**src/rtl/reversed_radix_digit_parser_macros.svh**
```systemverilog
// Assertion macros for the reversed radix digit parser.
`ifndef REVERSED_RADIX_DIGIT_PARSER_MACROS_SVH
`define REVERSED_RADIX_DIGIT_PARSER_MACROS_SVH

// Same-cycle implication, disabled during reset.
`define RRDP_ASSERT_IMPL(label, clk, rst, ante, cons) \
   label: assert property (@(posedge clk) disable iff (rst) (ante) |-> (cons)) \
      else $error("rrdp assertion failed");

// Next-cycle implication, disabled during reset.
`define RRDP_ASSERT_NEXT(label, clk, rst, ante, cons) \
   label: assert property (@(posedge clk) disable iff (rst) (ante) |=> (cons)) \
      else $error("rrdp assertion failed");

`endif

```
**src/rtl/rrdp_pkg.sv**
```systemverilog
// Shared types and constants for the reversed radix digit parser.
package rrdp_pkg;

   localparam int CHAR_W  = 8;
   localparam int VALUE_W = 32;
   localparam int DIGIT_W = 5;
   localparam int RADIX_W = 4;

   localparam logic [CHAR_W-1:0] CH_NEWLINE  = 8'd10;
   localparam logic [CHAR_W-1:0] CH_TAB      = 8'd9;
   localparam logic [CHAR_W-1:0] CH_CR       = 8'd13;
   localparam logic [CHAR_W-1:0] CH_SPACE    = 8'd32;
   localparam logic [CHAR_W-1:0] CH_ZERO     = 8'd48;
   localparam logic [CHAR_W-1:0] CH_NINE     = 8'd57;
   localparam logic [CHAR_W-1:0] CH_UPPER_A  = 8'd65;
   localparam logic [CHAR_W-1:0] CH_UPPER_J  = 8'd74;
   localparam logic [CHAR_W-1:0] CH_LOWER_A  = 8'd97;
   localparam logic [CHAR_W-1:0] CH_LOWER_J  = 8'd106;
   localparam logic [CHAR_W-1:0] UPPER_OFFSET = 8'd55;
   localparam logic [CHAR_W-1:0] LOWER_OFFSET = 8'd87;

   localparam logic [DIGIT_W-1:0] LETTER_BASE = 5'd20;
   localparam logic [RADIX_W-1:0] RADIX_MIN   = 4'd2;
   localparam logic [RADIX_W-1:0] RADIX_MAX   = 4'd10;
   localparam logic [RADIX_W-1:0] RADIX_RESET = 4'd10;

   typedef enum logic [0:0] {
      CSR_RADIX       = 1'b0,
      CSR_LETTER_MODE = 1'b1
   } csr_index_type;

   typedef struct packed {
      logic               is_space;
      logic               is_newline;
      logic               legal;
      logic [DIGIT_W-1:0] digit;
      logic [DIGIT_W-1:0] base;
   } decode_type;

   typedef struct packed {
      logic               emit;
      logic               ok;
      logic [VALUE_W-1:0] value;
   } result_type;

endpackage

```
**src/rtl/rrdp_req_if.sv**
```systemverilog
// Input channel: one character per transaction.
interface rrdp_req_if;
   logic                          valid;
   logic                          ready;
   logic [rrdp_pkg::CHAR_W-1:0]   character;

   modport source (output valid, output character, input ready);
   modport sink   (input valid, input character, output ready);
endinterface

```
**src/rtl/rrdp_rsp_if.sv**
```systemverilog
// Result channel: parsed value and legality flag.
interface rrdp_rsp_if;
   logic                               valid;
   logic                               ready;
   logic signed [rrdp_pkg::VALUE_W-1:0] value;
   logic                               valid_res;

   modport source (output valid, output value, output valid_res, input ready);
   modport sink   (input valid, input value, input valid_res, output ready);
endinterface

```
**src/rtl/reversed_radix_digit_parser.sv**
```systemverilog
// A newline waits in stage 1; its result is registered when stage 1 advances.
// Throughput: one character per cycle unless stalled by an untaken result.
// req.ready drops only while the result register holds an untaken result.
// Reset: synchronous, active high; clears the number state and both pipeline
// stages, and returns radix to 10 and letter mode to off.
`include "reversed_radix_digit_parser_macros.svh"

module reversed_radix_digit_parser (
   input  logic                          clock,
   input  logic                          reset,
   rrdp_req_if.sink                      req,
   rrdp_rsp_if.source                    rsp,
   input  logic                          csr_we,
   input  logic [0:0]                    csr_index,
   input  logic [rrdp_pkg::RADIX_W-1:0]  csr_data
);

   logic [rrdp_pkg::RADIX_W-1:0] radix_ff;
   logic                         letter_mode_ff;

   logic                         s1_valid_ff, s1_valid_in;
   logic [rrdp_pkg::CHAR_W-1:0]  s1_char_ff;

   logic                         rsp_valid_ff, rsp_valid_in;
   logic [rrdp_pkg::VALUE_W-1:0] rsp_value_ff;
   logic                         rsp_ok_ff;

   logic                         advance;
   rrdp_pkg::decode_type         dec;
   rrdp_pkg::result_type         res;

   // Configuration registers
   always_ff @(posedge clock) begin
      if (reset) begin
         radix_ff       <= rrdp_pkg::RADIX_RESET;
         letter_mode_ff <= 1'b0;
      end else if (csr_we) begin
         case (csr_index)
            rrdp_pkg::CSR_RADIX:       radix_ff       <= csr_data;
            rrdp_pkg::CSR_LETTER_MODE: letter_mode_ff <= csr_data[0];
            default: ;
         endcase
      end
   end

   // Stage 1 moves on whenever the result register can take its result.
   assign advance     = s1_valid_ff && (!rsp_valid_ff || rsp.ready);
   assign req.ready   = !s1_valid_ff || advance;
   assign s1_valid_in = req.valid ? 1'b1 : (s1_valid_ff && !advance);

   always_ff @(posedge clock) begin
      if (reset) begin
         s1_valid_ff <= 1'b0;
      end else if (req.ready) begin
         s1_valid_ff <= s1_valid_in;
      end
   end

   always_ff @(posedge clock) begin
      if (req.valid && req.ready) begin
         s1_char_ff <= req.character;
      end
   end

   rrdp_decode u_decode (
      .character   (s1_char_ff),
      .radix       (radix_ff),
      .letter_mode (letter_mode_ff),
      .dec         (dec)
   );

   rrdp_accum u_accum (
      .clock (clock),
      .reset (reset),
      .step  (advance),
      .dec   (dec),
      .res   (res)
   );

   // Result register
   assign rsp_valid_in = advance ? res.emit : (rsp_valid_ff && !rsp.ready);

   always_ff @(posedge clock) begin
      if (reset) begin
         rsp_valid_ff <= 1'b0;
      end else begin
         rsp_valid_ff <= rsp_valid_in;
      end
   end

   always_ff @(posedge clock) begin
      if (advance && res.emit) begin
         rsp_value_ff <= res.value;
         rsp_ok_ff    <= res.ok;
      end
   end

   assign rsp.valid     = rsp_valid_ff;
   assign rsp.value     = $signed(rsp_value_ff);
   assign rsp.valid_res = rsp_ok_ff;

   // A held character must never be overwritten by a new transaction.
   `RRDP_ASSERT_IMPL(a_no_overwrite, clock, reset, s1_valid_ff && !advance, !req.ready)
   // A new result only appears after stage 1 handed over a newline.
   `RRDP_ASSERT_IMPL(a_rsp_from_advance, clock, reset, $rose(rsp_valid_ff), $past(advance))
   // An emitted result reaches the result register on the next edge.
   `RRDP_ASSERT_NEXT(a_emit_lands, clock, reset, advance && res.emit, rsp_valid_ff)

endmodule

```
**src/rtl/rrdp_decode.sv**
```systemverilog
// Character classifier and digit decoder for the current mode.
module rrdp_decode (
   input  logic [rrdp_pkg::CHAR_W-1:0]  character,
   input  logic [rrdp_pkg::RADIX_W-1:0] radix,
   input  logic                         letter_mode,
   output rrdp_pkg::decode_type         dec
);

   logic [rrdp_pkg::RADIX_W-1:0] base_clamped;
   logic [rrdp_pkg::CHAR_W-1:0]  digit_limit;

   always_comb begin
      if (radix < rrdp_pkg::RADIX_MIN) begin
         base_clamped = rrdp_pkg::RADIX_MIN;
      end else if (radix > rrdp_pkg::RADIX_MAX) begin
         base_clamped = rrdp_pkg::RADIX_MAX;
      end else begin
         base_clamped = radix;
      end
      digit_limit = rrdp_pkg::CH_ZERO + {4'd0, base_clamped};
   end

   always_comb begin
      dec            = '0;
      dec.is_space   = (character == rrdp_pkg::CH_SPACE) ||
                       ((character >= rrdp_pkg::CH_TAB) && (character <= rrdp_pkg::CH_CR));
      dec.is_newline = (character == rrdp_pkg::CH_NEWLINE);
      if (letter_mode) begin
         dec.base = rrdp_pkg::LETTER_BASE;
         if ((character >= rrdp_pkg::CH_ZERO) && (character <= rrdp_pkg::CH_NINE)) begin
            dec.legal = 1'b1;
            dec.digit = 5'(character - rrdp_pkg::CH_ZERO);
         end else if ((character >= rrdp_pkg::CH_UPPER_A) &&
                      (character <= rrdp_pkg::CH_UPPER_J)) begin
            dec.legal = 1'b1;
            dec.digit = 5'(character - rrdp_pkg::UPPER_OFFSET);
         end else if ((character >= rrdp_pkg::CH_LOWER_A) &&
                      (character <= rrdp_pkg::CH_LOWER_J)) begin
            dec.legal = 1'b1;
            dec.digit = 5'(character - rrdp_pkg::LOWER_OFFSET);
         end
      end else begin
         dec.base = {1'b0, base_clamped};
         if ((character >= rrdp_pkg::CH_ZERO) && (character < digit_limit)) begin
            dec.legal = 1'b1;
            dec.digit = 5'(character - rrdp_pkg::CH_ZERO);
         end
      end
   end

endmodule

```
**src/rtl/rrdp_accum.sv**
```systemverilog
// Number state: accumulator, place weight, error and start flags.
module rrdp_accum (
   input  logic                 clock,
   input  logic                 reset,
   input  logic                 step,
   input  rrdp_pkg::decode_type dec,
   output rrdp_pkg::result_type res
);

   logic [rrdp_pkg::VALUE_W-1:0] acc_ff, acc_in;
   logic [rrdp_pkg::VALUE_W-1:0] weight_ff, weight_in;
   logic                         err_ff, err_in;
   logic                         started_ff, started_in;
   logic [rrdp_pkg::VALUE_W-1:0] term;
   logic [rrdp_pkg::VALUE_W-1:0] weight_next;

   // Both products are 5 x 32, low word kept.
   assign term        = weight_ff * {27'd0, dec.digit};
   assign weight_next = weight_ff * {27'd0, dec.base};

   always_comb begin
      acc_in     = acc_ff;
      weight_in  = weight_ff;
      err_in     = err_ff;
      started_in = started_ff;
      res.emit   = 1'b0;
      res.ok     = ~err_ff;
      res.value  = acc_ff;
      if (!started_ff && dec.is_space) begin
         // leading whitespace, newline included, is dropped
      end else if (dec.is_newline) begin
         res.emit   = 1'b1;
         acc_in     = '0;
         weight_in  = {{(rrdp_pkg::VALUE_W-1){1'b0}}, 1'b1};
         err_in     = 1'b0;
         started_in = 1'b0;
      end else if (dec.legal) begin
         acc_in     = acc_ff + term;
         weight_in  = weight_next;
         started_in = 1'b1;
      end else begin
         err_in     = 1'b1;
         started_in = 1'b1;
      end
   end

   always_ff @(posedge clock) begin
      if (reset) begin
         acc_ff     <= '0;
         weight_ff  <= {{(rrdp_pkg::VALUE_W-1){1'b0}}, 1'b1};
         err_ff     <= 1'b0;
         started_ff <= 1'b0;
      end else if (step) begin
         acc_ff     <= acc_in;
         weight_ff  <= weight_in;
         err_ff     <= err_in;
         started_ff <= started_in;
      end
   end

endmodule
```
**src/flat_wrapper.sv**
```systemverilog
// flat-port wrapper written by rule: the top's interface ports become plain ports
module reversed_radix_digit_parser_flat 
  (clock, reset, csr_we, csr_index, csr_data, req_valid, req_character, req_ready, rsp_valid, rsp_value, rsp_valid_res, rsp_ready);
  rrdp_req_if req_i ();
  rrdp_rsp_if rsp_i ();
  input  logic clock;
  input  logic reset;
  input  logic csr_we;
  input  logic [0:0] csr_index;
  input  logic [rrdp_pkg::RADIX_W-1:0] csr_data;
  input wire logic [$bits(req_i.valid)-1:0] req_valid;
  input wire logic [$bits(req_i.character)-1:0] req_character;
  output wire logic [$bits(req_i.ready)-1:0] req_ready;
  output wire logic [$bits(rsp_i.valid)-1:0] rsp_valid;
  output wire logic [$bits(rsp_i.value)-1:0] rsp_value;
  output wire logic [$bits(rsp_i.valid_res)-1:0] rsp_valid_res;
  input wire logic [$bits(rsp_i.ready)-1:0] rsp_ready;
  assign req_i.valid = req_valid;
  assign req_i.character = req_character;
  assign req_ready = req_i.ready;
  assign rsp_valid = rsp_i.valid;
  assign rsp_value = rsp_i.value;
  assign rsp_valid_res = rsp_i.valid_res;
  assign rsp_i.ready = rsp_ready;
  reversed_radix_digit_parser u_core (.clock(clock), .reset(reset), .req(req_i), .rsp(rsp_i), .csr_we(csr_we), .csr_index(csr_index), .csr_data(csr_data));
endmodule
```
**config.mk**
```make
export PLATFORM = sky130hd
export DESIGN_NAME = reversed_radix_digit_parser_flat
export DESIGN_NICKNAME = d
export VERILOG_FILES = /design/src/rtl/rrdp_pkg.sv /design/src/rtl/rrdp_req_if.sv /design/src/rtl/rrdp_rsp_if.sv /design/src/rtl/reversed_radix_digit_parser.sv /design/src/rtl/rrdp_decode.sv /design/src/rtl/rrdp_accum.sv /design/src/flat_wrapper.sv
export VERILOG_INCLUDE_DIRS = /design/src /design/src/rtl
export SDC_FILE = /design/constraint.sdc
export NUM_CORES = 1
export LEC_CHECK = 0
export ABC_AREA = 1
export BUFFER_PORTS_ARGS = -buffer_cell sky130_fd_sc_hd__buf_2
export CORE_MARGIN = 2
export CORE_UTILIZATION = 65
export CTS_BUF_LIST = sky130_fd_sc_hd__clkbuf_2 sky130_fd_sc_hd__clkbuf_4 sky130_fd_sc_hd__clkbuf_8
export DETAILED_ROUTE_END_ITERATION = 10
export PLACE_DENSITY_LB_ADDON = 0.12
export SLEW_MARGIN = 5
export SYNTH_ARGS = -nofsm -noshare
export SYNTH_HDL_FRONTEND = slang
export SYNTH_SLANG_ARGS = --single-unit
```
**constraint.sdc**
```tcl
create_clock -name clock -period 6.8 [get_ports clock]
set_clock_uncertainty 0.2 [all_clocks]
set_input_delay 1.02 -clock clock [delete_from_list [all_inputs] [get_ports clock]]
set_output_delay 1.02 -clock clock [all_outputs]
set_load 0.01 [all_outputs]
```
==> impl_metrics.ini <==
[cts]
cts_tree = built
clkSinkCount = 114
cts_made_buffers = 17
ctsHtreeMaxLevel = 4
clockBufferDepth = 2
clkSlewWorstSetupHoldPaths_ps = 90
cts_hold_buf = 0
clock_latency_ps = 480
clockRootBuffer = clkbuf_8

[detailed_routing]
via_count = 11750
wl_um = 37160
wire_per_inst_um = 18.28
drcViolationCount = 0
ant_nets = 0
vias_per_cell = 5.780
drt_pass1_iterations = 5
drt_iter0_drc = 847

[synth]
ys_types = 48
synth-seq-area-share_pct = 20.06
synth.avg_cell_area_um2 = 7.892
async_flop_share_pct = 0
netlist_top_cells_area = fa_1, dfxtp_1, edfxtp_1
yosysTopAreaCell = fa_1
synth-seq-cells = 114
yosysTopAreaCellShare_pct = 29.23
synthesis.area_mm2 = 0.01342
synth_edf_count = 41
ys_warn_count = 0
syn_nets = 1991
synth_cells = 1701
synth_flop_cell = dfxtp_1

[finish]
num-nets-final = 2040
fillCellCount = 1684
mostFrequentLayoutCells = nand2_1, inv_1, nor2_1
drive_above_1_share_pct = 8.735
layout-area-overhead-vs-synth_pct = 7.773
post-route-util_pct = 71.50
num_antenna_cells = 0
final_common_cell = nand2_1

[floorplan]
ioPinCount = 53
die_area_mm2 = 0.02182
core_mm2 = 0.02023
die_w_um = 147.7
fp-row-count = 52
start_util_pct = 66.34
die-height_um = 147.7

[pwr]
clock_power_share_pct = 42.2
power_switching_uw = 550.0
irDropWorstVdd_mv = 0.1333
swShare_pct = 32.00
p_seq_share_pct = 42.9
p_leak_nw = 6.896
pwr-share-comb_pct = 15.0
p_per_area_mw_per_mm2 = 118.8
power.internal_mw = 1.169

[grt]
grt_usage_pct = 35.39
met2_usage_pct = 58.37
top_usage_layer = met2
antenna_found_initial = 0
grt_pass1_vias = 11444
overflow = 0
grtUsageMet1_pct = 48.92
grt_pass1_wl_um = 59710
use_met3_pct = 5.957
grt_max_degree = 49

[setup_path]
crit_fanout = 14
end_kind = flip-flop
worstSetupPathType = flip-flop to flip-flop
worst_path_most_repeated_cell = nand2_1
slowest_delay_ps = 550
worstRegToRegCells = 30
cp_slowest_cell = fa_1
required_ps = 6990
cp-start-kind = flip-flop
reg2reg_slack_ps = 440
rr_endpoint = u_core.u_accum.acc_ff[19]
cp.arrival_ps = 6550
r2r-start = u_core.s1_char_ff[0]

[timing]
whs_ps = 234.8
relSlewSlack_pct = 22.45
finalCritPeriodShare_pct = 93.51
drv_slew = 0
setup_viol = 0
max_freq_ghz = 0.1573
setup_tns_ps = 0
worst_pin_slew_ps = 1162
hold_violations = 0
period_needed_ps = 6358

[status]
status = finished clean

[hold_path]
min_path_type = flip-flop to flip-flop
whs_endpoint = u_core.rsp.value[10]
hold_depth = 0
hold_start = u_core.u_accum.acc_ff[10]

[place]
place.gp.congestion = 0.9386
dpl.hpwl_um = 28290
port_buffers = 52

[flow_run]
max-cap-violations = 0
[worst max path at each step]
stage / to / cells past startpoint / startpoint / slack (ps)
finish: u_core.u_accum.acc_ff[19] / 30 / u_core.s1_char_ff[0] / 440
global route: u_core.u_accum.acc_ff[28] / 34 / u_core.s1_char_ff[0] / -60
CTS: u_core.u_accum.acc_ff[22] / 29 / u_core.radix_ff[0] / 230
detailed placement: u_core.u_accum.acc_ff[22] / 29 / u_core.radix_ff[0] / 270
global placement: u_core.u_accum.acc_ff[22] / 29 / u_core.radix_ff[0] / 410
floorplan: u_core.u_accum.acc_ff[31] / 32 / u_core.s1_char_ff[0] / 1250
[kinds of logic after synthesis]
kind of cell,after synthesis,synth area share (%)
AO/OA/AOI/OAI,302,12.33
AND/OR/NAND/NOR,664,20.32
flip-flops,114,20.06
buffers and inverters,323,9.283
adder cells (fa/ha/maj),272,36.31
XOR/XNOR,26,1.696
[cell type report]
type	instances	area, um^2	share of cell area, %
multi-input cells	1264	9513	65.75
inverters	277	1051	7.265
repair buffers	76	452.9	3.131
well taps	270	337.8	2.335
clock inverters	14	178.9	1.237
clock buffers	18	241.5	1.669
flip-flops and latches	114	2693	18.61
[worst max-delay path: cells and delay by family, from the launching register on]
family / cells / cell delay (ps)
DFF: 1 / 480
and+or+nand+nor: 11 / 1250
AOI/OAI and AO/OA: 9 / 1580
adders and majority gates: 5 / 2090
buffers and inverters: 5 / 690
[stage by stage]
step	cell area, um^2	setup WS (ps)	instances	total power, mW
CTS	14360	229.0	2024	1.712
global placement	13940	407.0	1992	0.9896
finish	14470	441.5	2033	1.719
detailed placement	13940	272.9	1992	0.9955
global route	14470	-64.05	2033	1.777
floorplan	13420	1247	1701	0.9199
[synthesized netlist by cell type, types with 16 or more instances]
| cell type | count |
|---|---|
| nand2_1 | 326 |
| inv_1 | 261 |
| nor2_1 | 239 |
| fa_1 | 196 |
| a21oi_1 | 162 |
| o21ai_0 | 82 |
| ha_1 | 76 |
| dfxtp_1 | 73 |
| nand3_1 | 44 |
| edfxtp_1 | 41 |
| clkbuf_1 | 30 |
| nand4_1 | 16 |
[metal layers]
| metal | vias up | share of wire, % |
|---|---|---|
| li1 | 5478 | - |
| met1 | 5632 | 41 |
| met2 | 567 | 48 |
| met3 | 73 | 8.4 |
| met4 | 0 | 2.5 |
| met5 | - | 0 |
[power groups by stage]
| stage | logic [mW] | clock network, mW | registers, mW |
|---|---|---|---|
| 2_1_floorplan | 0.175 | 0 | 0.745 |
| 3_3_place_gp | 0.237 | 0 | 0.752 |
| 3_5_place_dp | 0.243 | 0 | 0.753 |
| 4_1_cts | 0.244 | 0.731 | 0.737 |
| 5_1_grt | 0.285 | 0.753 | 0.739 |
| 6_report | 0.257 | 0.725 | 0.737 |
[state kept, by name (all words and copies together) (netlist names), 4 cells and up]
register / cells
u_core.radix_ff: 4
u_core.s1_char_ff: 8
u_core.u_accum.weight_ff: 32
u_core.u_accum.acc_ff: 32
u_core.rsp.value: 32
[timing repair]
| action | 4_1_cts | 5_1_grt |
|---|---|---|
| setup buffers | 0 | 9 |
| setup endpoints to repair | 0 | 14 |
| gates resized for setup | 0 | 9 |
(Power assumes the default switching activity.)
